--- src/hw/rtl/assert_macros.svh ---
// ----------------------------------------------------------------------------
// Assertion macros
// Concurrent assertion wrappers shared by the RTL; they compile to nothing
// when SYNTHESIS is defined.
// ----------------------------------------------------------------------------
`ifndef ASSERT_MACROS_SVH
`define ASSERT_MACROS_SVH
`ifndef SYNTHESIS
// Same-cycle implication, disabled during reset.
`define DHV_ASSERT_IMP(name, clk, rst, ante, cons) \
   name: assert property (@(posedge clk) disable iff (rst) (ante) |-> (cons)) \
      else $error("dhv: assertion failed");
// Next-cycle implication, disabled during reset.
`define DHV_ASSERT_NXT(name, clk, rst, ante, cons) \
   name: assert property (@(posedge clk) disable iff (rst) (ante) |=> (cons)) \
      else $error("dhv: assertion failed");
`else
`define DHV_ASSERT_IMP(name, clk, rst, ante, cons)
`define DHV_ASSERT_NXT(name, clk, rst, ante, cons)
`endif
`endif

--- src/hw/rtl/dhv_pkg.sv ---
// ----------------------------------------------------------------------------
// dhv_pkg
// Types, character codes and verdict codes of the host name validator.
// ----------------------------------------------------------------------------
`timescale 1ns / 1ps

package dhv_pkg;

   localparam int CharW      = 16;
   localparam int NameLenW   = 9;
   localparam int LabelLenW  = 7;
   localparam int VerdictW   = 3;
   localparam int CsrIndexW  = 4;
   localparam int CsrDataW   = 16;

   localparam logic [NameLenW-1:0]  NAME_LIMIT_RESET  = 9'd253;
   localparam logic [LabelLenW-1:0] LABEL_LIMIT_RESET = 7'd63;

   // Register indexes on the configuration channel.
   localparam logic [CsrIndexW-1:0] CSR_NAME_LIMIT  = 4'd0;
   localparam logic [CsrIndexW-1:0] CSR_LABEL_LIMIT = 4'd1;

   // Verdict codes.
   localparam logic [VerdictW-1:0] VERDICT_PENDING    = 3'd0;
   localparam logic [VerdictW-1:0] VERDICT_ACCEPT     = 3'd1;
   localparam logic [VerdictW-1:0] VERDICT_BAD_CHAR   = 3'd2;
   localparam logic [VerdictW-1:0] VERDICT_EMPTY      = 3'd3;
   localparam logic [VerdictW-1:0] VERDICT_LABEL_LONG = 3'd4;
   localparam logic [VerdictW-1:0] VERDICT_HYPHEN     = 3'd5;
   localparam logic [VerdictW-1:0] VERDICT_NAME_LONG  = 3'd6;
   localparam logic [VerdictW-1:0] VERDICT_DOT_EDGE   = 3'd7;

   // Character codes.
   localparam logic [CharW-1:0] CHAR_DOT      = 16'h002E;
   localparam logic [CharW-1:0] CHAR_HYPHEN   = 16'h002D;
   localparam logic [CharW-1:0] CHAR_UPPER_A  = 16'h0041;
   localparam logic [CharW-1:0] CHAR_UPPER_Z  = 16'h005A;
   localparam logic [CharW-1:0] CHAR_LOWER_A  = 16'h0061;
   localparam logic [CharW-1:0] CHAR_LOWER_Z  = 16'h007A;
   localparam logic [CharW-1:0] CHAR_DIGIT_0  = 16'h0030;
   localparam logic [CharW-1:0] CHAR_DIGIT_9  = 16'h0039;
   localparam logic [CharW-1:0] CASE_OFFSET   = 16'h0020;

   typedef struct packed {
      logic [CharW-1:0] char_code;
      logic             end_of_name;
   } req_item_type;

   typedef struct packed {
      logic [CharW-1:0]    lowered_char;
      logic                name_done;
      logic [VerdictW-1:0] verdict;
   } rsp_item_type;

   typedef struct packed {
      logic [NameLenW-1:0]  name_limit;
      logic [LabelLenW-1:0] label_limit;
   } limits_type;

   function automatic logic is_upper(input logic [CharW-1:0] ch);
      return (ch >= CHAR_UPPER_A) && (ch <= CHAR_UPPER_Z);
   endfunction

endpackage

--- src/hw/rtl/dhv_channels.sv ---
// ----------------------------------------------------------------------------
// dhv channels
// Valid/ready channel interfaces for characters, results and register writes.
// ----------------------------------------------------------------------------
`timescale 1ns / 1ps

interface dhv_req_if;
   logic                       valid;
   logic                       ready;
   logic [dhv_pkg::CharW-1:0]  char_code;
   logic                       end_of_name;

   modport source (output valid, output char_code, output end_of_name, input ready);
   modport sink   (input valid, input char_code, input end_of_name, output ready);
endinterface

interface dhv_rsp_if;
   logic                         valid;
   logic                         ready;
   logic [dhv_pkg::CharW-1:0]    lowered_char;
   logic                         name_done;
   logic [dhv_pkg::VerdictW-1:0] verdict;

   modport source (output valid, output lowered_char, output name_done,
                   output verdict, input ready);
   modport sink   (input valid, input lowered_char, input name_done,
                   input verdict, output ready);
endinterface

interface dhv_csr_if;
   logic                          valid;
   logic                          ready;
   logic [dhv_pkg::CsrIndexW-1:0] index;
   logic [dhv_pkg::CsrDataW-1:0]  data;

   modport source (output valid, output index, output data, input ready);
   modport sink   (input valid, input index, input data, output ready);
endinterface

--- src/hw/rtl/dns_hostname_validator.sv ---
// ----------------------------------------------------------------------------
// dns_hostname_validator
// Streaming host name checker: folds case and validates LDH labels.
// ----------------------------------------------------------------------------
// Usage:
//   req_chan carries one UTF-16 character beat with end_of_name set on the
//   last character of a name. rsp_chan returns one beat per character: the
//   character with A-Z folded to lower case, name_done copied from
//   end_of_name, and a verdict. Mid-name beats show the first fault seen so
//   far (0 while clean); the last beat shows accepted or the error code.
//   csr_chan writes name_limit (index 0) and label_limit (index 1); other
//   indexes are ignored. It is always ready and must only be used while no
//   name is in flight.
//   An accepted character waits in the input register, then the check runs
//   in one pass into the result register. One character is accepted per
//   cycle as long as the receiver keeps taking results.
//   Reset clears both pipeline registers and the per-name state and loads
//   the limits with 253 and 63. When rsp_chan stalls, the result register
//   holds its beat and the input register can still take one more
//   character before req_chan ready drops.
// ----------------------------------------------------------------------------
`timescale 1ns / 1ps
`include "assert_macros.svh"

module dns_hostname_validator (
   input  logic      clock,
   input  logic      reset,
   dhv_req_if.sink   req_chan,
   dhv_rsp_if.source rsp_chan,
   dhv_csr_if.sink   csr_chan
);

   dhv_pkg::req_item_type req_item, in_item;
   dhv_pkg::rsp_item_type scan_result, out_item;
   dhv_pkg::limits_type   limits;
   logic                  in_valid, out_valid, out_free, advance, req_fire;

   logic [dhv_pkg::NameLenW-1:0]  name_limit_ff;
   logic [dhv_pkg::LabelLenW-1:0] label_limit_ff;

   // Configuration registers; writes complete in the cycle they are offered.
   assign csr_chan.ready = 1'b1;

   always_ff @(posedge clock) begin
      if (reset) begin
         name_limit_ff  <= dhv_pkg::NAME_LIMIT_RESET;
         label_limit_ff <= dhv_pkg::LABEL_LIMIT_RESET;
      end else if (csr_chan.valid) begin
         unique case (csr_chan.index)
            dhv_pkg::CSR_NAME_LIMIT: begin
               name_limit_ff <= csr_chan.data[dhv_pkg::NameLenW-1:0];
            end
            dhv_pkg::CSR_LABEL_LIMIT: begin
               label_limit_ff <= csr_chan.data[dhv_pkg::LabelLenW-1:0];
            end
            default: begin
            end
         endcase
      end
   end

   assign limits.name_limit  = name_limit_ff;
   assign limits.label_limit = label_limit_ff;

   // Pipeline handshake. The scan steps when the input register holds a
   // character and the result register is empty or being emptied.
   assign out_free       = !out_valid || rsp_chan.ready;
   assign advance        = in_valid && out_free;
   assign req_chan.ready = !in_valid || advance;
   assign req_fire       = req_chan.valid && req_chan.ready;

   assign req_item.char_code   = req_chan.char_code;
   assign req_item.end_of_name = req_chan.end_of_name;

   dhv_in_reg u_in_reg (
      .clock      (clock),
      .reset      (reset),
      .load       (req_fire),
      .load_item  (req_item),
      .advance    (advance),
      .item_valid (in_valid),
      .item       (in_item)
   );

   dhv_scan u_scan (
      .clock  (clock),
      .reset  (reset),
      .step   (advance),
      .item   (in_item),
      .limits (limits),
      .result (scan_result)
   );

   dhv_out_reg u_out_reg (
      .clock      (clock),
      .reset      (reset),
      .load       (advance),
      .load_item  (scan_result),
      .taken      (rsp_chan.ready),
      .item_valid (out_valid),
      .item       (out_item)
   );

   assign rsp_chan.valid        = out_valid;
   assign rsp_chan.lowered_char = out_item.lowered_char;
   assign rsp_chan.name_done    = out_item.name_done;
   assign rsp_chan.verdict      = out_item.verdict;

   // The scan never overwrites a result the receiver has not taken.
   `DHV_ASSERT_IMP(a_no_overwrite, clock, reset, advance, out_free)
   // Only a final beat may carry acceptance, and a final beat is never pending.
   `DHV_ASSERT_IMP(a_accept_final, clock, reset,
                   out_valid && (out_item.verdict == dhv_pkg::VERDICT_ACCEPT),
                   out_item.name_done)
   `DHV_ASSERT_IMP(a_final_decided, clock, reset,
                   out_valid && out_item.name_done,
                   out_item.verdict != dhv_pkg::VERDICT_PENDING)
   // A stepped character always lands in the result register next cycle.
   `DHV_ASSERT_NXT(a_step_lands, clock, reset, advance, out_valid)

endmodule

--- src/hw/rtl/dhv_in_reg.sv ---
// ----------------------------------------------------------------------------
// dhv_in_reg
// Input register: holds one accepted character beat until the scan takes it.
// ----------------------------------------------------------------------------
`timescale 1ns / 1ps

module dhv_in_reg (
   input  logic                  clock,
   input  logic                  reset,
   input  logic                  load,
   input  dhv_pkg::req_item_type load_item,
   input  logic                  advance,
   output logic                  item_valid,
   output dhv_pkg::req_item_type item
);

   logic                  valid_ff, valid_in;
   dhv_pkg::req_item_type item_ff;

   always_comb begin
      valid_in = valid_ff;
      if (load) begin
         valid_in = 1'b1;
      end else if (advance) begin
         valid_in = 1'b0;
      end
   end

   always_ff @(posedge clock) begin
      if (reset) begin
         valid_ff <= 1'b0;
      end else begin
         valid_ff <= valid_in;
      end
   end

   always_ff @(posedge clock) begin
      if (load) begin
         item_ff <= load_item;
      end
   end

   assign item_valid = valid_ff;
   assign item       = item_ff;

endmodule

--- src/hw/rtl/dhv_scan.sv ---
// ----------------------------------------------------------------------------
// dhv_scan
// Per-name scan state and the single-pass check of one character.
// ----------------------------------------------------------------------------
`timescale 1ns / 1ps

module dhv_scan (
   input  logic                  clock,
   input  logic                  reset,
   input  logic                  step,
   input  dhv_pkg::req_item_type item,
   input  dhv_pkg::limits_type   limits,
   output dhv_pkg::rsp_item_type result
);

   logic [dhv_pkg::NameLenW-1:0]  name_length_ff, name_length_in;
   logic                          overflow_ff, overflow_in;
   logic [dhv_pkg::LabelLenW-1:0] label_length_ff, label_length_in;
   logic                          starts_hyphen_ff, starts_hyphen_in;
   logic                          prev_hyphen_ff, prev_hyphen_in;
   logic [dhv_pkg::VerdictW-1:0]  fault_ff, fault_in;
   logic                          starts_dot_ff, starts_dot_in;

   logic [dhv_pkg::CharW-1:0]     low;
   logic                          first, is_dot, is_hyphen, char_ok, last;
   logic [dhv_pkg::NameLenW:0]    new_name;
   logic [dhv_pkg::LabelLenW:0]   new_label;
   logic                          label_long, name_long;
   logic [dhv_pkg::VerdictW-1:0]  verdict;

   always_comb begin
      last      = item.end_of_name;
      low       = dhv_pkg::is_upper(item.char_code)
                  ? item.char_code + dhv_pkg::CASE_OFFSET : item.char_code;
      is_dot    = (item.char_code == dhv_pkg::CHAR_DOT);
      is_hyphen = (low == dhv_pkg::CHAR_HYPHEN);
      char_ok   = ((low >= dhv_pkg::CHAR_LOWER_A) && (low <= dhv_pkg::CHAR_LOWER_Z))
                  || ((low >= dhv_pkg::CHAR_DIGIT_0) && (low <= dhv_pkg::CHAR_DIGIT_9))
                  || is_hyphen;
      first     = (name_length_ff == '0) && !overflow_ff;

      new_name       = {1'b0, name_length_ff} + 1'b1;
      overflow_in    = overflow_ff | (&name_length_ff);
      name_length_in = (&name_length_ff) ? name_length_ff
                                         : new_name[dhv_pkg::NameLenW-1:0];

      new_label  = {1'b0, label_length_ff} + 1'b1;
      label_long = (new_label > {1'b0, limits.label_limit});

      fault_in         = fault_ff;
      starts_dot_in    = starts_dot_ff;
      label_length_in  = '0;
      starts_hyphen_in = 1'b0;
      prev_hyphen_in   = 1'b0;

      if (is_dot) begin
         // A dot closes the current label; a dot as the first character of a name is an edge.
         if (first) begin
            starts_dot_in = 1'b1;
         end else if (label_length_ff == '0) begin
            if (fault_in == dhv_pkg::VERDICT_PENDING) fault_in = dhv_pkg::VERDICT_EMPTY;
         end else if (starts_hyphen_ff || prev_hyphen_ff) begin
            if (fault_in == dhv_pkg::VERDICT_PENDING) fault_in = dhv_pkg::VERDICT_HYPHEN;
         end
      end else begin
         if (!char_ok && (fault_in == dhv_pkg::VERDICT_PENDING)) begin
            fault_in = dhv_pkg::VERDICT_BAD_CHAR;
         end
         if (label_long && (fault_in == dhv_pkg::VERDICT_PENDING)) begin
            fault_in = dhv_pkg::VERDICT_LABEL_LONG;
         end
         starts_hyphen_in = (label_length_ff == '0) ? is_hyphen : starts_hyphen_ff;
         prev_hyphen_in   = is_hyphen;
         label_length_in  = new_label[dhv_pkg::LabelLenW] ? '1
                            : new_label[dhv_pkg::LabelLenW-1:0];
         if (last && (starts_hyphen_in || prev_hyphen_in)
             && (fault_in == dhv_pkg::VERDICT_PENDING)) begin
            fault_in = dhv_pkg::VERDICT_HYPHEN;
         end
      end

      name_long = overflow_in || (new_name > {1'b0, limits.name_limit});

      if (last) begin
         priority if (name_long) begin
            verdict = dhv_pkg::VERDICT_NAME_LONG;
         end else if (starts_dot_in || is_dot) begin
            verdict = dhv_pkg::VERDICT_DOT_EDGE;
         end else if (fault_in != dhv_pkg::VERDICT_PENDING) begin
            verdict = fault_in;
         end else begin
            verdict = dhv_pkg::VERDICT_ACCEPT;
         end
      end else begin
         verdict = fault_in;
      end

      result.lowered_char = low;
      result.name_done    = last;
      result.verdict      = verdict;
   end

   always_ff @(posedge clock) begin
      if (reset || (step && item.end_of_name)) begin
         name_length_ff   <= '0;
         overflow_ff      <= 1'b0;
         label_length_ff  <= '0;
         starts_hyphen_ff <= 1'b0;
         prev_hyphen_ff   <= 1'b0;
         fault_ff         <= dhv_pkg::VERDICT_PENDING;
         starts_dot_ff    <= 1'b0;
      end else if (step) begin
         name_length_ff   <= name_length_in;
         overflow_ff      <= overflow_in;
         label_length_ff  <= label_length_in;
         starts_hyphen_ff <= starts_hyphen_in;
         prev_hyphen_ff   <= prev_hyphen_in;
         fault_ff         <= fault_in;
         starts_dot_ff    <= starts_dot_in;
      end
   end

endmodule

--- src/hw/rtl/dhv_out_reg.sv ---
// ----------------------------------------------------------------------------
// dhv_out_reg
// Result register: holds one result beat until the receiver takes it.
// ----------------------------------------------------------------------------
`timescale 1ns / 1ps

module dhv_out_reg (
   input  logic                  clock,
   input  logic                  reset,
   input  logic                  load,
   input  dhv_pkg::rsp_item_type load_item,
   input  logic                  taken,
   output logic                  item_valid,
   output dhv_pkg::rsp_item_type item
);

   logic                  valid_ff, valid_in;
   dhv_pkg::rsp_item_type item_ff;

   always_comb begin
      valid_in = valid_ff;
      if (load) begin
         valid_in = 1'b1;
      end else if (taken) begin
         valid_in = 1'b0;
      end
   end

   always_ff @(posedge clock) begin
      if (reset) begin
         valid_ff <= 1'b0;
      end else begin
         valid_ff <= valid_in;
      end
   end

   always_ff @(posedge clock) begin
      if (load) begin
         item_ff <= load_item;
      end
   end

   assign item_valid = valid_ff;
   assign item       = item_ff;

endmodule

--- src/flat_wrapper.sv ---
// flat-port wrapper written by rule: the top's interface ports become plain ports
module dns_hostname_validator_flat 
  (clock, reset, req_chan_valid, req_chan_char_code, req_chan_end_of_name, req_chan_ready, rsp_chan_valid, rsp_chan_lowered_char, rsp_chan_name_done, rsp_chan_verdict, rsp_chan_ready, csr_chan_valid, csr_chan_index, csr_chan_data, csr_chan_ready);
  dhv_req_if req_chan_i ();
  dhv_rsp_if rsp_chan_i ();
  dhv_csr_if csr_chan_i ();
  input  logic clock;
  input  logic reset;
  input wire logic [$bits(req_chan_i.valid)-1:0] req_chan_valid;
  input wire logic [$bits(req_chan_i.char_code)-1:0] req_chan_char_code;
  input wire logic [$bits(req_chan_i.end_of_name)-1:0] req_chan_end_of_name;
  output wire logic [$bits(req_chan_i.ready)-1:0] req_chan_ready;
  output wire logic [$bits(rsp_chan_i.valid)-1:0] rsp_chan_valid;
  output wire logic [$bits(rsp_chan_i.lowered_char)-1:0] rsp_chan_lowered_char;
  output wire logic [$bits(rsp_chan_i.name_done)-1:0] rsp_chan_name_done;
  output wire logic [$bits(rsp_chan_i.verdict)-1:0] rsp_chan_verdict;
  input wire logic [$bits(rsp_chan_i.ready)-1:0] rsp_chan_ready;
  input wire logic [$bits(csr_chan_i.valid)-1:0] csr_chan_valid;
  input wire logic [$bits(csr_chan_i.index)-1:0] csr_chan_index;
  input wire logic [$bits(csr_chan_i.data)-1:0] csr_chan_data;
  output wire logic [$bits(csr_chan_i.ready)-1:0] csr_chan_ready;
  assign req_chan_i.valid = req_chan_valid;
  assign req_chan_i.char_code = req_chan_char_code;
  assign req_chan_i.end_of_name = req_chan_end_of_name;
  assign req_chan_ready = req_chan_i.ready;
  assign rsp_chan_valid = rsp_chan_i.valid;
  assign rsp_chan_lowered_char = rsp_chan_i.lowered_char;
  assign rsp_chan_name_done = rsp_chan_i.name_done;
  assign rsp_chan_verdict = rsp_chan_i.verdict;
  assign rsp_chan_i.ready = rsp_chan_ready;
  assign csr_chan_i.valid = csr_chan_valid;
  assign csr_chan_i.index = csr_chan_index;
  assign csr_chan_i.data = csr_chan_data;
  assign csr_chan_ready = csr_chan_i.ready;
  dns_hostname_validator u_core (.clock(clock), .reset(reset), .req_chan(req_chan_i), .rsp_chan(rsp_chan_i), .csr_chan(csr_chan_i));
endmodule
--- config.mk ---
export PLATFORM = sky130hd
export DESIGN_NAME = dns_hostname_validator_flat
export DESIGN_NICKNAME = d
export VERILOG_FILES = /design/src/hw/rtl/dhv_pkg.sv /design/src/hw/rtl/dhv_channels.sv /design/src/hw/rtl/dns_hostname_validator.sv /design/src/hw/rtl/dhv_in_reg.sv /design/src/hw/rtl/dhv_scan.sv /design/src/hw/rtl/dhv_out_reg.sv /design/src/flat_wrapper.sv
export VERILOG_INCLUDE_DIRS = /design/src /design/src/hw/rtl
export SDC_FILE = /design/constraint.sdc
export NUM_CORES = 1
export LEC_CHECK = 0
export BUFFER_PORTS_ARGS = -buffer_cell sky130_fd_sc_hd__buf_2
export CAP_MARGIN = 20
export CORE_MARGIN = 5
export CORE_UTILIZATION = 61
export DETAILED_ROUTE_END_ITERATION = 8
export HOLD_SLACK_MARGIN = 0.05
export PLACE_DENSITY = 0.85
export SLEW_MARGIN = 20
export SYNTH_ARGS = -nofsm -noshare
export SYNTH_HDL_FRONTEND = slang
export SYNTH_HIERARCHICAL = 1
export SYNTH_SLANG_ARGS = --single-unit
--- constraint.sdc ---
create_clock -name clock -period 5.4 [get_ports clock]
set_clock_uncertainty 0.15 [all_clocks]
set_input_delay 0.81 -clock clock [delete_from_list [all_inputs] [get_ports clock]]
set_output_delay 0.81 -clock clock [all_outputs]
set_load 0.02 [all_outputs]
# Yosys cells after proc, flatten, opt, wreduce, memory -nomap -nowiden

Cells that the tools add are included.

Add/sub/neg operators: 3
$mul: 0
Div/mod/pow operators: 0
Order comparisons: 8
Eq/ne operators: 3
Shifts and indexed selects: 0
Muxes and demuxes: 27
Bitwise operators: 2
Reduce and logical (&&, ||, !) cells: 37

Operator list:

| operator                | count |
|---|---|
| $mux W3                 | 15 |
| $eq A16 B6 Y1 const B   | 2 |
| $ge A16 B7 Y1 const B   | 2 |
| $le A16 B7 Y1 const B   | 2 |
| $add A16 B6 Y16 const B | 1 |
| $ge A16 B6 Y1 const B   | 1 |
| $le A16 B6 Y1 const B   | 1 |
| $mux W16                | 1 |
| $mux W7                 | 2 |
| $logic_and A1 B1 Y1     | 11 |
| $add A9 B1 Y10 const B  | 1 |
| $gt A10 B9 Y1           | 1 |
| $logic_not A3 Y1        | 3 |
| $logic_not A9 Y1        | 1 |
| $logic_or A1 B1 Y1      | 9 |
| $mux W1                 | 9 |
| $reduce_and A9 Y1       | 1 |
| $add A7 B1 Y8 const B   | 1 |
| $gt A8 B7 Y1            | 1 |
| $logic_not A7 Y1        | 1 |
| $reduce_and A2 Y1       | 3 |
| $eq A4 B1 Y1 const B    | 1 |
| $logic_not A1 Y1        | 4 |
| $logic_not A4 Y1        | 1 |
| 4 further kinds         | 5 |

Register bits: 78
Latch bits: 0
RAM bits: 0
Bits in read-only memories: 0
Bits of input ports: 42
Output and inout port bits: 23
Word-level logic and storage cells: 96
Memories: 0

# Logic depth before layout (Yosys ltp)

Depth after elaboration: 24
Depth in mapped cells: 13
Depth with buffers taken out: 13

# Modules after synthesis

The synthesis kept the hierarchy.

By module, submodules not included:

| module                 | instances | cells an instance | area an instance (sq um) | sequential area each (sq um) |
|---|---|---|---|---|
| dhv_scan               | 1         | 275               | 2115.8                   | 460.4 |
| dns_hostname_validator | 1         | 73                | 700.7                    | 320.3 |
| dhv_out_reg            | 1         | 24                | 639.4                    | 620.6 |
| dhv_in_reg             | 1         | 21                | 549.3                    | 530.5 |

# Worst setup path before layout

Ideal clock, no wire load.

Path kind: input to register
From: in rsp_chan_ready
To: reg u_core/u_scan/name_length_ff[4] (netlist bit)
Library setup time: 0.128 ns
Data arrival time: 3.699 ns
Required time: 5.122 ns
Setup slack: 1.423 ns
Stages: 8
Buffers on the path: 2
Path through: inv_1 > a21boi_0 > clkbuf_1 > nor2b_1 > clkbuf_1 > nor2b_1 > xnor2_1 > nor2_1

Longest elaborated chain between the ends: 4
Elaborated cells on any way between the ends: 5
Classes of those cells: reduce/logical: 5

Ends and longest elaborated chain:

| what                    | RTL line                     | source |
|---|---|---|
| from (decl)             | flat_wrapper.sv:17           | `input wire logic [$bits(rsp_chan_i.ready)-1:0] rsp_chan_ready;` |
| $logic_or A1 B1 Y1 (*)  | dns_hostname_validator.sv:67 | `assign out_free = !out_valid \|\| rsp_chan.ready;` |
| $logic_and A1 B1 Y1 (*) | dns_hostname_validator.sv:68 | `assign advance = in_valid && out_free;` |
| net u_core.advance      | dns_hostname_validator.sv:36 | `logic in_valid, out_valid, out_free, advance, req_fire;` |
| $logic_and A1 B1 Y1     | dhv_scan.sv:104              | `if (reset \|\| (step && item.end_of_name)) begin` |
| $logic_or A1 B1 Y1      | dhv_scan.sv:104              |  |
| to (signal assigned)    | dhv_scan.sv:113              | `name_length_ff <= name_length_in;` |
| to (decl)               | dhv_scan.sv:16               | `logic [dhv_pkg::NameLenW-1:0] name_length_ff, name_length_in;` |

Mark *: on every way through the listed nets, which the timed path passes. The rest lies on a longest branch.
A chain may end at the register's enable or synchronous reset.

==> metrics.txt <==
# TYPE chip_impl_metric gauge
chip_impl_metric{name="ys_warn_count",unit=""} 6
chip_impl_metric{name="wire_length_of_the_first_global_routing_pass",unit="mm"} 12.8
chip_impl_metric{name="area_growth",unit="%"} 11.3
chip_impl_metric{name="total_routing_usage_gr",unit="%"} 18.7
chip_impl_metric{name="cts_inserted_buffers",unit=""} 9
chip_impl_metric{name="grt_antenna_before_repair",unit=""} 0
chip_impl_metric{name="clk_latency",unit="ns"} 0.35
chip_impl_metric{name="overflow",unit=""} 0
chip_impl_metric{name="ff_latch_area",unit="um2"} 1930
chip_impl_metric{name="timing_worst_slew_pin_value",unit="ns"} 0.811
chip_impl_metric{name="avgSynthCellArea",unit="um2"} 10.2
chip_impl_info{name="rsz_0062_raised_after_global_routing",value="false"} 1
chip_impl_metric{name="cts_max_path_buffers",unit=""} 2
chip_impl_metric{name="cts-resized-gates",unit=""} 0
chip_impl_metric{name="final.fill_count",unit=""} 466
chip_impl_metric{name="hold_ws",unit="ns"} 0.302
chip_impl_metric{name="tns",unit="ns"} 0
chip_impl_metric{name="timing.reg2reg.setup_slack",unit="ns"} 2.11
chip_impl_metric{name="post_drt_via_cell_ratio",unit=""} 5.73
chip_impl_info{name="hold_class",value="reg2reg"} 1
chip_impl_metric{name="hold_viol",unit=""} 0
chip_impl_metric{name="postSynth.asyncResetShare",unit="%"} 0
chip_impl_info{name="crit-reg2reg-capture",value="u_core/u_out_reg/item[0]"} 1
chip_impl_info{name="critical_path_end_type",value="register"} 1
chip_impl_metric{name="cellInternalPower",unit="mW"} 0.906
chip_impl_metric{name="initial_utilization",unit="%"} 62.7
chip_impl_metric{name="drtIter0Drc",unit=""} 212
chip_impl_info{name="r2r-start",value="u_core/u_scan/name_length_ff[0]"} 1
chip_impl_metric{name="net_switching_power",unit="mW"} 0.305
chip_impl_metric{name="powerDensity",unit="nW/um2"} 272
chip_impl_info{name="synth_area_leaders",value="sky130_fd_sc_hd__edfxtp_1 28%, sky130_fd_sc_hd__dfxtp_1 20%, sky130_fd_sc_hd__ha_1 6.9%, sky130_fd_sc_hd__mux2i_1 5.2%, sky130_fd_sc_hd__nor2_1 4.9%"} 1
chip_impl_metric{name="num_io_pins",unit=""} 65
chip_impl_metric{name="part_of_the_power_in_registers",unit="%"} 54.5
chip_impl_metric{name="critical_path_peak_fanout",unit=""} 5
chip_impl_metric{name="route.vias.total",unit=""} 2964
chip_impl_metric{name="vdd.ir_drop.worst",unit="mV"} 0.198
chip_impl_metric{name="min_tclk_post_route",unit="ns"} 3.29
chip_impl_metric{name="syn-instance-count",unit=""} 393
chip_impl_info{name="layout.cells.most_common_list",value="56 x sky130_fd_sc_hd__buf_2, 52 x sky130_fd_sc_hd__nor2_1, 41 x sky130_fd_sc_hd__dfxtp_1, 37 x sky130_fd_sc_hd__edfxtp_1, 29 x sky130_fd_sc_hd__inv_1"} 1
chip_impl_info{name="cts-root-buf",value="sky130_fd_sc_hd__clkbuf_8"} 1
chip_impl_metric{name="min_period_over_period",unit="%"} 60.8
chip_impl_metric{name="buffer_ports.inserted",unit=""} 56
chip_impl_metric{name="h-tree-depth",unit=""} 3
chip_impl_metric{name="area_used_by_multi_input_combinational_logic",unit="um2"} 1830
chip_impl_metric{name="cts.sinks",unit=""} 78
chip_impl_metric{name="yosys.cell_types.count",unit=""} 64
chip_impl_metric{name="antennaDiodeCount",unit=""} 0
chip_impl_metric{name="gpl.final_weighted_congestion",unit=""} 0.882
chip_impl_metric{name="synth_seq_area_share",unit="%"} 48.2
chip_impl_metric{name="drt.antenna.violating_nets",unit=""} 0
chip_impl_metric{name="grt_start_max_net_pins",unit=""} 41
chip_impl_metric{name="layout-drive-gt1-share",unit="%"} 20.7
chip_impl_metric{name="drt_pass1_iterations",unit=""} 5
chip_impl_metric{name="post_drt_wl_per_cell",unit="um"} 14.8
chip_impl_metric{name="timing.critical_path.arrival",unit="ns"} 3.33
chip_impl_metric{name="swShare",unit="%"} 25.2
chip_impl_metric{name="timing.critical_path.required",unit="ns"} 5.44
chip_impl_metric{name="finalWirelength",unit="mm"} 7.64
chip_impl_metric{name="die_height",unit="um"} 91.0
chip_impl_metric{name="cellLeakagePower",unit="nW"} 1.92
chip_impl_metric{name="reg2regPathDepth",unit=""} 13
chip_impl_metric{name="achievable-frequency",unit="MHz"} 304
chip_impl_info{name="layout.cells.most_common",value="sky130_fd_sc_hd__buf_2"} 1
chip_impl_metric{name="fp.dieArea",unit="um2"} 8290
chip_impl_metric{name="fraction_of_the_core_area_covered_by_cells_at_the_end_of_the_flow",unit="%"} 69.8
chip_impl_metric{name="clk_pin_slew_worst_paths",unit="ns"} 0.08
chip_impl_metric{name="place_hpwl",unit="mm"} 5.53
chip_impl_metric{name="synth.net_count",unit=""} 457
chip_impl_metric{name="final.setup.worst_slack",unit="ns"} 2.11
chip_impl_info{name="yosys_most_used_dff",value="sky130_fd_sc_hd__dfxtp_1"} 1
chip_impl_metric{name="synth_edf_count",unit=""} 37
chip_impl_metric{name="mappedNetlistArea",unit="um2"} 4010
chip_impl_metric{name="via_count_of_the_first_global_routing_pass",unit=""} 2877
chip_impl_metric{name="p_clk_share",unit="%"} 35.9
chip_impl_metric{name="max_cap_viol_count",unit=""} 0
chip_impl_info{name="cts_tree",value="yes"} 1
chip_impl_info{name="crit_path_start",value="u_core/u_scan/name_length_ff[0]"} 1
chip_impl_metric{name="final_nets",unit=""} 499
chip_impl_metric{name="fp-row-count",unit=""} 29
chip_impl_metric{name="power_frac_comb",unit="%"} 9.6
chip_impl_metric{name="hold_buffers",unit=""} 0
chip_impl_metric{name="drv_slew",unit=""} 0
chip_impl_metric{name="setup-violations-final",unit=""} 0
chip_impl_metric{name="die_width",unit="um"} 91.0
chip_impl_info{name="timing.critical_path.from_type",value="register"} 1
chip_impl_info{name="synth_area_leader_cell",value="sky130_fd_sc_hd__edfxtp_1"} 1
chip_impl_metric{name="synth_seq_cells",unit=""} 78
chip_impl_metric{name="cts_post_setup_buffers_inserted",unit=""} 0
chip_impl_metric{name="fp.coreArea",unit="um2"} 6390
chip_impl_metric{name="drc",unit=""} 0
chip_impl_info{name="result_of_the_run",value="complete, no violations"} 1
chip_impl_info{name="path_class",value="reg2reg"} 1
chip_impl_info{name="crit_end",value="u_core/u_out_reg/item[0]"} 1
chip_impl_metric{name="worst_slew_margin_rel",unit="%"} 45.9
chip_impl_metric{name="detailedPlace.worstSlack",unit="ns"} 2.22
chip_impl_metric{name="yosys.area.top_type_share",unit="%"} 27.7
-- registers in the layout, summed over array words and instances, names as in the netlist, named ones only --
name	cells
u_core/u_scan/label_length_ff	7
u_core/u_scan/name_length_ff	9
u_core/u_in_reg/item_valid	1
u_core/u_out_reg/item_valid	1
u_core/u_in_reg/item	17
u_core/u_out_reg/item	20
u_core/u_scan/fault_ff	3
u_core/u_scan/prev_hyphen_ff	1
u_core/label_limit_ff	7
u_core/u_scan/starts_hyphen_ff	1
u_core/u_scan/overflow_ff	1
u_core/name_limit_ff	9
-- power groups by stage --
stage	Clock (mW)	Sequential, mW	Combinational (mW)
after floorplan	0	0.682	0.0712
after CTS	0.445	0.659	0.116
after global routing	0.470	0.662	0.127
after detailed placement	0	0.673	0.115
final	0.435	0.660	0.116
after global placement	0	0.672	0.111
-- cell type report --
type / count / area share, %
Sequential cell: 78 / 43.3
Multi-Input combinational cell: 259 / 41.1
Timing Repair Buffer: 57 / 6.46
Clock buffer: 10 / 2.86
Inverter: 30 / 2.53
Tap cell: 77 / 2.16
Clock inverter: 6 / 1.60
-- metrics by stage --
stage               total power, mW  cell area (um2)  cells
CTS                            1.22             4460    517
global route                   1.26             4460    517
finish                         1.21             4460    517
floorplan                     0.754             4010    393
global placement              0.783             4260    501
detailed placement            0.788             4260    501
-- worst min path at each step --
| stage | startpoint | endpoint | slack (ns) | cells past startpoint |
|---|---|---|---|---|
| 6_report | u_core/u_in_reg/item[13] | u_core/u_out_reg/item[16] | 0.30 | 0 |
| 5_1_grt | u_core/u_in_reg/item[16] | u_core/u_out_reg/item[19] | 0.32 | 0 |
| 4_1_cts | u_core/u_in_reg/item[10] | u_core/u_out_reg/item[13] | 0.30 | 0 |
| 3_5_place_dp | u_core/u_in_reg/item[13] | u_core/u_out_reg/item[16] | 0.28 | 0 |
| 3_3_place_gp | u_core/u_in_reg/item[10] | u_core/u_out_reg/item[13] | 0.28 | 0 |
| 2_1_floorplan | u_core/name_limit_ff[1] | u_core/name_limit_ff[1] | 0.30 | 2 |
-- critical path: stages (launching register included) --
cell and delay (ns):
sky130_fd_sc_hd__dfxtp_1 0.42, sky130_fd_sc_hd__ha_1 0.24, sky130_fd_sc_hd__nand3_1 0.16, sky130_fd_sc_hd__nor2_1 0.23
sky130_fd_sc_hd__and3_1 0.19, sky130_fd_sc_hd__ha_1 0.24, sky130_fd_sc_hd__ha_1 0.30, sky130_fd_sc_hd__nand3_1 0.10
sky130_fd_sc_hd__nor3_1 0.19, sky130_fd_sc_hd__a21o_1 0.11, sky130_fd_sc_hd__a31oi_1 0.04, sky130_fd_sc_hd__o21ai_0 0.40
sky130_fd_sc_hd__o21ai_0 0.17, sky130_fd_sc_hd__a31oi_1 0.18
-- per-layer routing --
metal / vias to the layer above / GRT usage, % / wire, um
met1: 1389 / 23.3 / 3190
li1: 1453 / - / -
met4: 0 / 9.78 / 213
met2: 101 / 31.1 / 3820
met3: 21 / 3.22 / 415
met5: - / 0 / 0
-- logic make-up after synthesis --
family / count (synthesis) / share of synthesized area (%)
other: 1 / 0.0936
AO/OA/AOI/OAI: 63 / 10.9
flip-flops: 78 / 48.2
buffers and inverters: 56 / 6.34
adder cells (fa/ha/maj): 22 / 6.87
XOR/XNOR: 18 / 3.94
multiplexers: 21 / 5.25
AND/OR/NAND/NOR: 134 / 18.3
-- cell usage after synthesis, types with 3 or more instances --
library cell and number:
sky130_fd_sc_hd__nor2_1 52, sky130_fd_sc_hd__dfxtp_1 41, sky130_fd_sc_hd__edfxtp_1 37, sky130_fd_sc_hd__inv_1 29, sky130_fd_sc_hd__ha_1 22, sky130_fd_sc_hd__mux2i_1 21
sky130_fd_sc_hd__a21oi_1 17, sky130_fd_sc_hd__nand2_1 16, sky130_fd_sc_hd__clkbuf_1 13, sky130_fd_sc_hd__nand3_1 11, sky130_fd_sc_hd__xor2_1 11, sky130_fd_sc_hd__nor3_1 9
sky130_fd_sc_hd__nand2b_1 8, sky130_fd_sc_hd__o21ai_0 8, sky130_fd_sc_hd__buf_4 7, sky130_fd_sc_hd__xnor2_1 7, sky130_fd_sc_hd__and3_1 6, sky130_fd_sc_hd__a31oi_1 5
sky130_fd_sc_hd__nor2b_1 5, sky130_fd_sc_hd__a21o_1 4, sky130_fd_sc_hd__and2_1 4, sky130_fd_sc_hd__a21oi_2 3, sky130_fd_sc_hd__buf_1 3, sky130_fd_sc_hd__o211ai_1 3
(Power assumes the default switching activity.)
